## src/design/rau_pkg.sv

```systemverilog
// ----------------------------------------------------------------------------
// rau_pkg: shared types and codes for the rational arithmetic unit
// Command codes, order codes, controller states, datapath ops and status.
// ----------------------------------------------------------------------------
package rau_pkg;

   localparam logic [1:0] CMD_ADD = 2'd0;
   localparam logic [1:0] CMD_SUB = 2'd1;
   localparam logic [1:0] CMD_MUL = 2'd2;
   localparam logic [1:0] CMD_DIV = 2'd3;

   localparam logic [1:0] ORDER_EQUAL   = 2'd0;
   localparam logic [1:0] ORDER_LESS    = 2'd1;
   localparam logic [1:0] ORDER_GREATER = 2'd2;

   typedef enum logic [4:0] {
      OP_NOP,
      OP_LOAD,
      OP_MUL_LHS,
      OP_MUL_RHS,
      OP_ORDER,
      OP_GCD_DEN,
      OP_RED_INIT,
      OP_GCD_STEP,
      OP_GCD_FIN,
      OP_DIV_D2,
      OP_DIV_D1,
      OP_DIV_MN,
      OP_DIV_MD,
      OP_DIV_STEP,
      OP_KEEP_Q1,
      OP_KEEP_Q2,
      OP_MUL_T1,
      OP_MUL_T2,
      OP_SUM,
      OP_MUL_LD,
      OP_MUL_NN,
      OP_MUL_DD,
      OP_DIV_SET,
      OP_OUT
   } dp_op_type;

   typedef enum logic [4:0] {
      ST_IDLE,
      ST_MUL_L,
      ST_MUL_R,
      ST_ORDER,
      ST_BRANCH,
      ST_GCD_DEN,
      ST_GCD1,
      ST_DQ1,
      ST_DQ1_RUN,
      ST_DQ2,
      ST_DQ2_RUN,
      ST_T1,
      ST_T2,
      ST_SUM,
      ST_LCM,
      ST_MUL_NN,
      ST_MUL_DD,
      ST_DIV_SET,
      ST_RED,
      ST_RED_CHK,
      ST_GCD2,
      ST_DN,
      ST_DN_RUN,
      ST_DD,
      ST_DD_RUN,
      ST_OUT
   } state_type;

   typedef struct packed {
      logic       err;
      logic [1:0] cmd;
      logic       num_zero;
      logic       gcd_done;
      logic       div_done;
   } dp_status_type;

endpackage

```

## src/design/rau_datapath.sv

```systemverilog
// ----------------------------------------------------------------------------
// rau_datapath: operand registers, shared multiplier, GCD and divider
// Executes one op per cycle as selected by the controller.
// ----------------------------------------------------------------------------
module rau_datapath #(
   parameter int OPERAND_WIDTH = 16
) (
   input  logic                        clock,
   input  rau_pkg::dp_op_type          op,
   input  logic [1:0]                  req_command,
   input  logic signed [OPERAND_WIDTH-1:0] req_first_num,
   input  logic [OPERAND_WIDTH-2:0]    req_first_den,
   input  logic signed [OPERAND_WIDTH-1:0] req_second_num,
   input  logic [OPERAND_WIDTH-2:0]    req_second_den,
   output rau_pkg::dp_status_type      status,
   output logic signed [31:0]          rsp_result_num,
   output logic [29:0]                 rsp_result_den,
   output logic [1:0]                  rsp_order,
   output logic                        rsp_error_code
);
   import rau_pkg::*;

   localparam int W  = OPERAND_WIDTH;
   localparam int DW = W - 1;
   localparam int WW = 2 * W + 2;
   localparam int CW = $clog2(WW + 1);
   localparam int WX = (WW > 32) ? WW : 32;

   logic [1:0]          cmd_ff, cmd_in;
   logic signed [W-1:0] n1_ff, n1_in, n2_ff, n2_in;
   logic [DW-1:0]       d1_ff, d1_in, d2_ff, d2_in;
   logic signed [WW-1:0] plhs_ff, plhs_in, prhs_ff, prhs_in;
   logic signed [WW-1:0] num_ff, num_in, den_ff, den_in;
   logic [WW-1:0]       q1_ff, q1_in, q2_ff, q2_in;
   logic [WW-1:0]       a_ff, a_in, b_ff, b_in, g_ff, g_in;
   logic [CW-1:0]       k_ff, k_in, cnt_ff, cnt_in;
   logic [WW-1:0]       rem_ff, rem_in, dvd_ff, dvd_in, quo_ff, quo_in;
   logic [1:0]          ord_ff, ord_in;
   logic                err_ff, err_in, neg_ff, neg_in;
   logic signed [31:0]  onum_ff, onum_in;
   logic [29:0]         oden_ff, oden_in;
   logic [1:0]          oord_ff, oord_in;
   logic                oerr_ff, oerr_in;

   logic signed [W:0]    mul_a, mul_b;
   logic signed [WW-1:0] mul_p;
   logic [WW-1:0]        mag_num, mag_den;
   logic [WW:0]          trial;
   logic signed [WX-1:0] qx;

   assign mag_num = num_ff[WW-1] ? WW'(-num_ff) : WW'(num_ff);
   assign mag_den = den_ff[WW-1] ? WW'(-den_ff) : WW'(den_ff);
   assign trial   = {rem_ff, dvd_ff[WW-1]};
   assign qx      = WX'(q1_ff);

   // shared multiplier operand select
   always_comb begin
      case (op)
         OP_MUL_LHS: begin
            mul_a = {n1_ff[W-1], n1_ff};
            mul_b = signed'({2'b00, d2_ff});
         end
         OP_MUL_RHS: begin
            mul_a = {n2_ff[W-1], n2_ff};
            mul_b = signed'({2'b00, d1_ff});
         end
         OP_MUL_T1: begin
            mul_a = signed'({2'b00, q1_ff[DW-1:0]});
            mul_b = {n1_ff[W-1], n1_ff};
         end
         OP_MUL_T2: begin
            mul_a = signed'({2'b00, q2_ff[DW-1:0]});
            mul_b = {n2_ff[W-1], n2_ff};
         end
         OP_MUL_LD: begin
            mul_a = signed'({2'b00, q2_ff[DW-1:0]});
            mul_b = signed'({2'b00, d2_ff});
         end
         OP_MUL_NN: begin
            mul_a = {n1_ff[W-1], n1_ff};
            mul_b = {n2_ff[W-1], n2_ff};
         end
         OP_MUL_DD: begin
            mul_a = signed'({2'b00, d1_ff});
            mul_b = signed'({2'b00, d2_ff});
         end
         default: begin
            mul_a = '0;
            mul_b = '0;
         end
      endcase
   end

   assign mul_p = mul_a * mul_b;

   always_comb begin
      cmd_in  = cmd_ff;
      n1_in   = n1_ff;
      n2_in   = n2_ff;
      d1_in   = d1_ff;
      d2_in   = d2_ff;
      plhs_in = plhs_ff;
      prhs_in = prhs_ff;
      num_in  = num_ff;
      den_in  = den_ff;
      q1_in   = q1_ff;
      q2_in   = q2_ff;
      a_in    = a_ff;
      b_in    = b_ff;
      g_in    = g_ff;
      k_in    = k_ff;
      cnt_in  = cnt_ff;
      rem_in  = rem_ff;
      dvd_in  = dvd_ff;
      quo_in  = quo_ff;
      ord_in  = ord_ff;
      err_in  = err_ff;
      neg_in  = neg_ff;
      onum_in = onum_ff;
      oden_in = oden_ff;
      oord_in = oord_ff;
      oerr_in = oerr_ff;
      case (op)
         OP_LOAD: begin
            cmd_in = req_command;
            n1_in  = req_first_num;
            d1_in  = req_first_den;
            n2_in  = req_second_num;
            d2_in  = req_second_den;
         end
         OP_MUL_LHS: plhs_in = mul_p;
         OP_MUL_RHS: prhs_in = mul_p;
         OP_ORDER: begin
            if (plhs_ff == prhs_ff) begin
               ord_in = ORDER_EQUAL;
            end else if (plhs_ff < prhs_ff) begin
               ord_in = ORDER_LESS;
            end else begin
               ord_in = ORDER_GREATER;
            end
            err_in = (d1_ff == '0) || (d2_ff == '0) ||
                     ((cmd_ff == CMD_DIV) && (n2_ff == '0));
         end
         OP_GCD_DEN: begin
            a_in = WW'(d1_ff);
            b_in = WW'(d2_ff);
            k_in = '0;
         end
         OP_RED_INIT: begin
            a_in   = mag_num;
            b_in   = mag_den;
            k_in   = '0;
            neg_in = num_ff[WW-1] ^ den_ff[WW-1];
         end
         OP_GCD_STEP: begin
            // binary GCD: strip common twos, then subtract odd from odd
            if (!a_ff[0] && !b_ff[0]) begin
               a_in = a_ff >> 1;
               b_in = b_ff >> 1;
               k_in = k_ff + 1'b1;
            end else if (!a_ff[0]) begin
               a_in = a_ff >> 1;
            end else if (!b_ff[0]) begin
               b_in = b_ff >> 1;
            end else if (a_ff >= b_ff) begin
               a_in = (a_ff - b_ff) >> 1;
            end else begin
               b_in = (b_ff - a_ff) >> 1;
            end
         end
         OP_GCD_FIN: g_in = (a_ff | b_ff) << k_ff;
         OP_DIV_D2, OP_DIV_D1, OP_DIV_MN, OP_DIV_MD: begin
            rem_in = '0;
            quo_in = '0;
            cnt_in = '0;
            case (op)
               OP_DIV_D2: dvd_in = WW'(d2_ff);
               OP_DIV_D1: dvd_in = WW'(d1_ff);
               OP_DIV_MN: dvd_in = mag_num;
               default:   dvd_in = mag_den;
            endcase
         end
         OP_DIV_STEP: begin
            // restoring divide, one quotient bit per cycle
            if (trial >= {1'b0, g_ff}) begin
               rem_in = WW'(trial - {1'b0, g_ff});
               quo_in = {quo_ff[WW-2:0], 1'b1};
            end else begin
               rem_in = trial[WW-1:0];
               quo_in = {quo_ff[WW-2:0], 1'b0};
            end
            dvd_in = dvd_ff << 1;
            cnt_in = cnt_ff + 1'b1;
         end
         OP_KEEP_Q1: q1_in = quo_ff;
         OP_KEEP_Q2: q2_in = quo_ff;
         OP_MUL_T1: num_in = mul_p;
         OP_MUL_T2: prhs_in = mul_p;
         OP_SUM: num_in = (cmd_ff == CMD_SUB) ? num_ff - prhs_ff : num_ff + prhs_ff;
         OP_MUL_LD: den_in = mul_p;
         OP_MUL_NN: num_in = mul_p;
         OP_MUL_DD: den_in = mul_p;
         OP_DIV_SET: begin
            num_in = plhs_ff;
            den_in = prhs_ff;
         end
         OP_OUT: begin
            oord_in = ord_ff;
            oerr_in = err_ff;
            if (err_ff || (num_ff == '0)) begin
               onum_in = '0;
               oden_in = 30'd1;
            end else begin
               onum_in = neg_ff ? 32'(-qx) : 32'(qx);
               oden_in = 30'(WX'(q2_ff));
            end
         end
         default: ;
      endcase
   end

   always_ff @(posedge clock) begin
      cmd_ff  <= cmd_in;
      n1_ff   <= n1_in;
      n2_ff   <= n2_in;
      d1_ff   <= d1_in;
      d2_ff   <= d2_in;
      plhs_ff <= plhs_in;
      prhs_ff <= prhs_in;
      num_ff  <= num_in;
      den_ff  <= den_in;
      q1_ff   <= q1_in;
      q2_ff   <= q2_in;
      a_ff    <= a_in;
      b_ff    <= b_in;
      g_ff    <= g_in;
      k_ff    <= k_in;
      cnt_ff  <= cnt_in;
      rem_ff  <= rem_in;
      dvd_ff  <= dvd_in;
      quo_ff  <= quo_in;
      ord_ff  <= ord_in;
      err_ff  <= err_in;
      neg_ff  <= neg_in;
      onum_ff <= onum_in;
      oden_ff <= oden_in;
      oord_ff <= oord_in;
      oerr_ff <= oerr_in;
   end

   assign status.err      = err_ff;
   assign status.cmd      = cmd_ff;
   assign status.num_zero = (num_ff == '0);
   assign status.gcd_done = (a_ff == '0) || (b_ff == '0);
   assign status.div_done = (cnt_ff == CW'(WW));

   assign rsp_result_num = onum_ff;
   assign rsp_result_den = oden_ff;
   assign rsp_order      = oord_ff;
   assign rsp_error_code = oerr_ff;

endmodule

```

## src/design/rau_controller.sv

```systemverilog
// ----------------------------------------------------------------------------
// rau_controller: sequencer for the rational arithmetic unit
// Steps the datapath through each command and owns both handshakes.
// ----------------------------------------------------------------------------
module rau_controller (
   input  logic                   clock,
   input  logic                   reset,
   input  logic                   req_valid,
   output logic                   req_stall,
   output logic                   rsp_valid,
   input  logic                   rsp_stall,
   input  rau_pkg::dp_status_type status,
   output rau_pkg::dp_op_type     op
);
   import rau_pkg::*;

   state_type state_ff, state_in;
   logic      valid_ff, valid_in;
   logic      out_free;

   assign out_free = !valid_ff || !rsp_stall;

   // next state
   always_comb begin
      state_in = state_ff;
      case (state_ff)
         ST_IDLE:    if (req_valid) state_in = ST_MUL_L;
         ST_MUL_L:   state_in = ST_MUL_R;
         ST_MUL_R:   state_in = ST_ORDER;
         ST_ORDER:   state_in = ST_BRANCH;
         ST_BRANCH: begin
            if (status.err) begin
               state_in = ST_OUT;
            end else begin
               case (status.cmd)
                  CMD_MUL: state_in = ST_MUL_NN;
                  CMD_DIV: state_in = ST_DIV_SET;
                  default: state_in = ST_GCD_DEN;
               endcase
            end
         end
         ST_GCD_DEN: state_in = ST_GCD1;
         ST_GCD1:    if (status.gcd_done) state_in = ST_DQ1;
         ST_DQ1:     state_in = ST_DQ1_RUN;
         ST_DQ1_RUN: if (status.div_done) state_in = ST_DQ2;
         ST_DQ2:     state_in = ST_DQ2_RUN;
         ST_DQ2_RUN: if (status.div_done) state_in = ST_T1;
         ST_T1:      state_in = ST_T2;
         ST_T2:      state_in = ST_SUM;
         ST_SUM:     state_in = ST_LCM;
         ST_LCM:     state_in = ST_RED;
         ST_MUL_NN:  state_in = ST_MUL_DD;
         ST_MUL_DD:  state_in = ST_RED;
         ST_DIV_SET: state_in = ST_RED;
         ST_RED:     state_in = ST_RED_CHK;
         ST_RED_CHK: state_in = status.num_zero ? ST_OUT : ST_GCD2;
         ST_GCD2:    if (status.gcd_done) state_in = ST_DN;
         ST_DN:      state_in = ST_DN_RUN;
         ST_DN_RUN:  if (status.div_done) state_in = ST_DD;
         ST_DD:      state_in = ST_DD_RUN;
         ST_DD_RUN:  if (status.div_done) state_in = ST_OUT;
         ST_OUT:     if (out_free) state_in = ST_IDLE;
         default:    state_in = ST_IDLE;
      endcase
   end

   // outputs
   always_comb begin
      op       = OP_NOP;
      valid_in = valid_ff && rsp_stall;
      case (state_ff)
         ST_IDLE:    if (req_valid) op = OP_LOAD;
         ST_MUL_L:   op = OP_MUL_LHS;
         ST_MUL_R:   op = OP_MUL_RHS;
         ST_ORDER:   op = OP_ORDER;
         ST_GCD_DEN: op = OP_GCD_DEN;
         ST_GCD1:    op = status.gcd_done ? OP_GCD_FIN : OP_GCD_STEP;
         ST_DQ1:     op = OP_DIV_D2;
         ST_DQ1_RUN: op = status.div_done ? OP_KEEP_Q1 : OP_DIV_STEP;
         ST_DQ2:     op = OP_DIV_D1;
         ST_DQ2_RUN: op = status.div_done ? OP_KEEP_Q2 : OP_DIV_STEP;
         ST_T1:      op = OP_MUL_T1;
         ST_T2:      op = OP_MUL_T2;
         ST_SUM:     op = OP_SUM;
         ST_LCM:     op = OP_MUL_LD;
         ST_MUL_NN:  op = OP_MUL_NN;
         ST_MUL_DD:  op = OP_MUL_DD;
         ST_DIV_SET: op = OP_DIV_SET;
         ST_RED:     op = OP_RED_INIT;
         ST_GCD2:    op = status.gcd_done ? OP_GCD_FIN : OP_GCD_STEP;
         ST_DN:      op = OP_DIV_MN;
         ST_DN_RUN:  op = status.div_done ? OP_KEEP_Q1 : OP_DIV_STEP;
         ST_DD:      op = OP_DIV_MD;
         ST_DD_RUN:  op = status.div_done ? OP_KEEP_Q2 : OP_DIV_STEP;
         ST_OUT: begin
            if (out_free) begin
               op       = OP_OUT;
               valid_in = 1'b1;
            end
         end
         default:    op = OP_NOP;
      endcase
   end

   always_ff @(posedge clock) begin
      if (reset) begin
         state_ff <= ST_IDLE;
         valid_ff <= 1'b0;
      end else begin
         state_ff <= state_in;
         valid_ff <= valid_in;
      end
   end

   assign req_stall = (state_ff != ST_IDLE);
   assign rsp_valid = valid_ff;

endmodule

```

## src/design/rational_arithmetic_unit.sv

```systemverilog
// ----------------------------------------------------------------------------
// rational_arithmetic_unit: add, subtract, multiply, divide two fractions
// Results are reduced by the GCD; operand order is reported on every beat.
// ----------------------------------------------------------------------------
// Usage:
//   req_* channel: one beat carries a command and two fractions. A beat is
//   taken when req_valid is high and req_stall is low; req_stall is high
//   while an item is in work, so one item is in flight at a time.
//   rsp_* channel: one result beat per request, held in an output register.
//   The next request is accepted while a finished result still waits.
// Work per item:
//   The divider is bit-serial and the GCD is an iterative binary loop.
//   Add/subtract needs two GCDs and four quotients, multiply/divide one
//   GCD and two. An error beat (zero denominator, divide by zero) skips
//   all of them; a zero product or quotient skips the GCD and divides.
//   A zero sum or difference still runs the denominator steps.
// Reset: synchronous, active high; clears the sequencer and rsp_valid.
// Stall: if rsp_stall holds the last result, the sequencer waits in its
//   output step and the held beat stays unchanged.
// ----------------------------------------------------------------------------
module rational_arithmetic_unit #(
   parameter int OPERAND_WIDTH = 16
) (
   input  logic                            clock,
   input  logic                            reset,
   input  logic                            req_valid,
   output logic                            req_stall,
   input  logic [1:0]                      req_command,
   input  logic signed [OPERAND_WIDTH-1:0] req_first_num,
   input  logic [OPERAND_WIDTH-2:0]        req_first_den,
   input  logic signed [OPERAND_WIDTH-1:0] req_second_num,
   input  logic [OPERAND_WIDTH-2:0]        req_second_den,
   output logic                            rsp_valid,
   input  logic                            rsp_stall,
   output logic signed [31:0]              rsp_result_num,
   output logic [29:0]                     rsp_result_den,
   output logic [1:0]                      rsp_order,
   output logic                            rsp_error_code
);
   import rau_pkg::*;

   dp_op_type     op;
   dp_status_type status;

   // sequencer: one datapath op per cycle
   rau_controller u_ctrl (
      .clock     (clock),
      .reset     (reset),
      .req_valid (req_valid),
      .req_stall (req_stall),
      .rsp_valid (rsp_valid),
      .rsp_stall (rsp_stall),
      .status    (status),
      .op        (op)
   );

   // multiplier, GCD, divider and output register
   rau_datapath #(
      .OPERAND_WIDTH (OPERAND_WIDTH)
   ) u_dp (
      .clock          (clock),
      .op             (op),
      .req_command    (req_command),
      .req_first_num  (req_first_num),
      .req_first_den  (req_first_den),
      .req_second_num (req_second_num),
      .req_second_den (req_second_den),
      .status         (status),
      .rsp_result_num (rsp_result_num),
      .rsp_result_den (rsp_result_den),
      .rsp_order      (rsp_order),
      .rsp_error_code (rsp_error_code)
   );

endmodule
```

## config.mk

```make
export PLATFORM = sky130hd
export DESIGN_NAME = rational_arithmetic_unit
export DESIGN_NICKNAME = d
export VERILOG_FILES = /design/src/design/rau_pkg.sv /design/src/design/rau_datapath.sv /design/src/design/rau_controller.sv /design/src/design/rational_arithmetic_unit.sv
export SDC_FILE = /design/constraint.sdc
export NUM_CORES = 2
export LEC_CHECK = 0
export BUFFER_PORTS_ARGS = -buffer_cell sky130_fd_sc_hd__buf_2
export CORE_MARGIN = 4
export CORE_UTILIZATION = 59
export DETAILED_ROUTE_END_ITERATION = 8
export MAX_ROUTING_LAYER = met4
export PLACE_DENSITY = 0.87
export SETUP_SLACK_MARGIN = 0.5
export SYNTH_ARGS = -nofsm -noshare
export SYNTH_HDL_FRONTEND = slang
export SYNTH_HIERARCHICAL = 1
export SYNTH_SLANG_ARGS = --single-unit
```

## constraint.sdc

```tcl
create_clock -name clock -period 31.8 [get_ports clock]
set_clock_uncertainty 0.15 [all_clocks]
set_input_delay 6.36 -clock clock [delete_from_list [all_inputs] [get_ports clock]]
set_output_delay 6.36 -clock clock [all_outputs]
set_load 0.02 [all_outputs]
```

==> out/qor.yml <==
outcome:
  status: "completed"
global_routing:
  gr-total-overflow: 0
  grt_usage_pct: 33.70
  grt_pass1_wl_um: 208400
  grt_antenna_before_repair: 1
  grt_pass1_vias: 35570
  grt_max_degree: 79
sta:
  tightest_slew_ns: 1.247
  final.period_utilization_pct: 49.36
  hold_viol: 0
  setup_tns_ns: 0
  slew_violations: 0
  setup_viol: 0
  rsz0062_at_grt: "false"
  clock.fmax_mhz: 63.71
  fin_crit_ns: 15.70
  whs_ns: 0.2803
  maxSlewHeadroom_pct: 16.59
  setup_ws_ns: 16.10
synth:
  ys_async_sr_fraction_pct: 0
  ys.flop_type: "edfxtp_1"
  yosys.area.top_type: "edfxtp_1"
  synth_top_area_share_pct: 35.90
  postSynthCellCount: 4583
  ys_top_cells_by_area: "edfxtp_1, fa_1, ha_1"
  yosysWarnings: 6
  synth_edf_count: 545
  ys_seq_area_share_pct: 36.17
  avgSynthCellArea_um2: 9.946
  synth_cell_types: 91
  syn_area_um2: 45580
  synth_seq_cells: 551
  syn_nets: 5236
  synth_commonest_cells: "edfxtp_1, inv_1, nor2_1"
  synth.most_common_cell: "edfxtp_1"
die:
  std_cell_rows: 101
  die_w_um: 286.0
  dieArea_um2: 81770
  core_um2: 76200
  ios: 135
  fp.dieH_um: 286.0
  floorplan.initialDensity_pct: 59.82
finish:
  syn2layout_area_growth_pct: 8.147
  drive_gt1_share_pct: 8.737
  num-nets-final: 5287
  layoutNonFillerInstCount: 5712
drt:
  vias_per_cell: 6.445
  vias: 36810
  wire_per_inst_um: 23.82
  drtPass1Iterations: 7
  drt_iter0_drc: 4688
  wl_um: 136100
  drc: 0
  ant_nets: 0
worst_setup_path:
  start_kind: "input pin"
  slowest_delay_ns: 0.66
  critical_path_class: "in2reg"
  cp.required_ns: 32.03
  critPathArrivalTime_ns: 15.93
  cpMostUsedCell: "fa_1"
  cp_slowest_cell: "a221o_1"
  crit_fanout: 32
  end_kind: "register"
placed_design:
  dp_cells: 5605
  dp_worst_setup_slack_ns: 15.66
  dp_hpwl_um: 104600
  portBuffers: 134
  gp_congestion: 1.040
clock_tree:
  cts-root-buf: "clkbuf_16"
  clk_pin_slew_worst_paths_ns: 0.06
  cts_sinks: 551
  clock_path_buffers: 3
  cts_resized: 0
  clock_latency_ns: 0.65
  cts_tree: "done"
  post-cts-setup-buffers: 0
  cts_hold_buf: 0
  htree_levels: 2
  cts_buffers: 57
min_path:
  min_path_type: "reg2reg"
job:
  maxCapViolations: 0
==> cells by family (layout without fill, tap and decap cells) <==
kind of cell	count (synthesis)	after routing	synth area share (%)
other	0	1	0
multiplexers	99	99	2.693
flip-flops	551	551	36.17
adder cells (fa/ha/maj)	585	585	20.85
AND/OR/NAND/NOR	1284	1284	13.25
XOR/XNOR	282	282	5.419
AO/OA/AOI/OAI	1050	1050	15.43
buffers and inverters	732	830	6.190
==> worst paths after layout <==
path / from / to / slack [ns] / cells after the start
worst max register to register: u_dp/b_ff[25]$_SDFFCE_PP0P_ / u_dp/num_ff[31]$_DFFE_PP_ / 19.59 / 39
worst min register to register: u_dp/ord_ff[0]$_SDFFCE_PP0N_ / u_dp/rsp_order[0]$_DFFE_PN_ / 0.28 / 0
worst max-delay path: rsp_stall / u_dp/num_ff[31]$_DFFE_PP_ / 16.10 / 34
worst min-delay path: u_dp/ord_ff[0]$_SDFFCE_PP0N_ / u_dp/rsp_order[0]$_DFFE_PN_ / 0.28 / 0
==> registers in the layout, summed over array words and instances (netlist names), 30 cells and up <==
name,count
u_dp/rsp_result_num,32
u_dp/q1_ff,32
u_dp/rem_ff,34
u_dp/num_ff,34
u_dp/a_ff,34
u_dp/den_ff,34
u_dp/b_ff,34
u_dp/g_ff,34
u_dp/q2_ff,30
u_dp/rsp_result_den,30
u_dp/dvd_ff,34
u_dp/quo_ff,32
u_dp/prhs_ff,34
u_dp/plhs_ff,34
==> critical path: cells and delay by family <==
kind / cells / cell delay, ns
buffers and inverters: 7 / 0.72
and+or+nand+nor: 8 / 1.51
adders and majority gates: 7 / 3.43
xor gates and xnor gates: 1 / 0.16
AOI/OAI and AO/OA: 11 / 3.72
==> cells in the final DEF, fill, tap and decap left out, drive strengths merged, types with 29 or more instances in the layout <==
cell type / Yosys / final
and3: 32 / 32
and2: 70 / 70
clkbuf: 177 / 63
ha: 294 / 294
o21ai: 216 / 216
buf: 31 / 200
a211oi: 43 / 43
mux2i: 54 / 54
edfxtp: 545 / 545
o31ai: 53 / 53
nor2b: 48 / 48
a31oi: 32 / 32
inv: 522 / 531
nand2b: 48 / 48
nor3: 49 / 49
o21bai: 38 / 38
nor2: 467 / 467
mux2: 29 / 29
nand3: 65 / 65
or3: 33 / 33
xnor2: 185 / 185
fa: 291 / 291
a22oi: 58 / 58
o221ai: 58 / 58
nand2: 325 / 325
xor2: 97 / 97
o21a: 35 / 35
nor4: 48 / 48
nand4: 33 / 33
a21oi: 263 / 263
a21o: 46 / 46
==> metrics by stage <==
stage,instance area [um^2],util [%]
4_1_cts,49290,64.69
3_3_place_gp,47310,62.08
2_1_floorplan,45580,-
3_5_place_dp,47310,62.08
6_report,49290,64.69
5_1_grt,49290,64.69
==> layer usage <==
metal	up-vias	track usage [%]	share of wire, %
li1	16300	-	-
met1	17770	43.02	37
met2	2261	51.77	46
met3	489	6.749	11
met4	0	16.64	6.3
met5	-	-	0
==> area by class of cell <==
class | count | area, um^2
Fill cell | 5824 | 26910
Multi-Input combinational cell | 3300 | 26400
Sequential cell | 551 | 16490
Inverter | 524 | 1967
Clock buffer | 63 | 1449
Tap cell | 1030 | 1289
Timing Repair Buffer | 200 | 1166
Clock inverter | 43 | 535.5
Antenna cell | 1 | 2.502
Power is not shown: default switching activity piles up to over one toggle a cycle in this logic, so the estimate is an artifact.
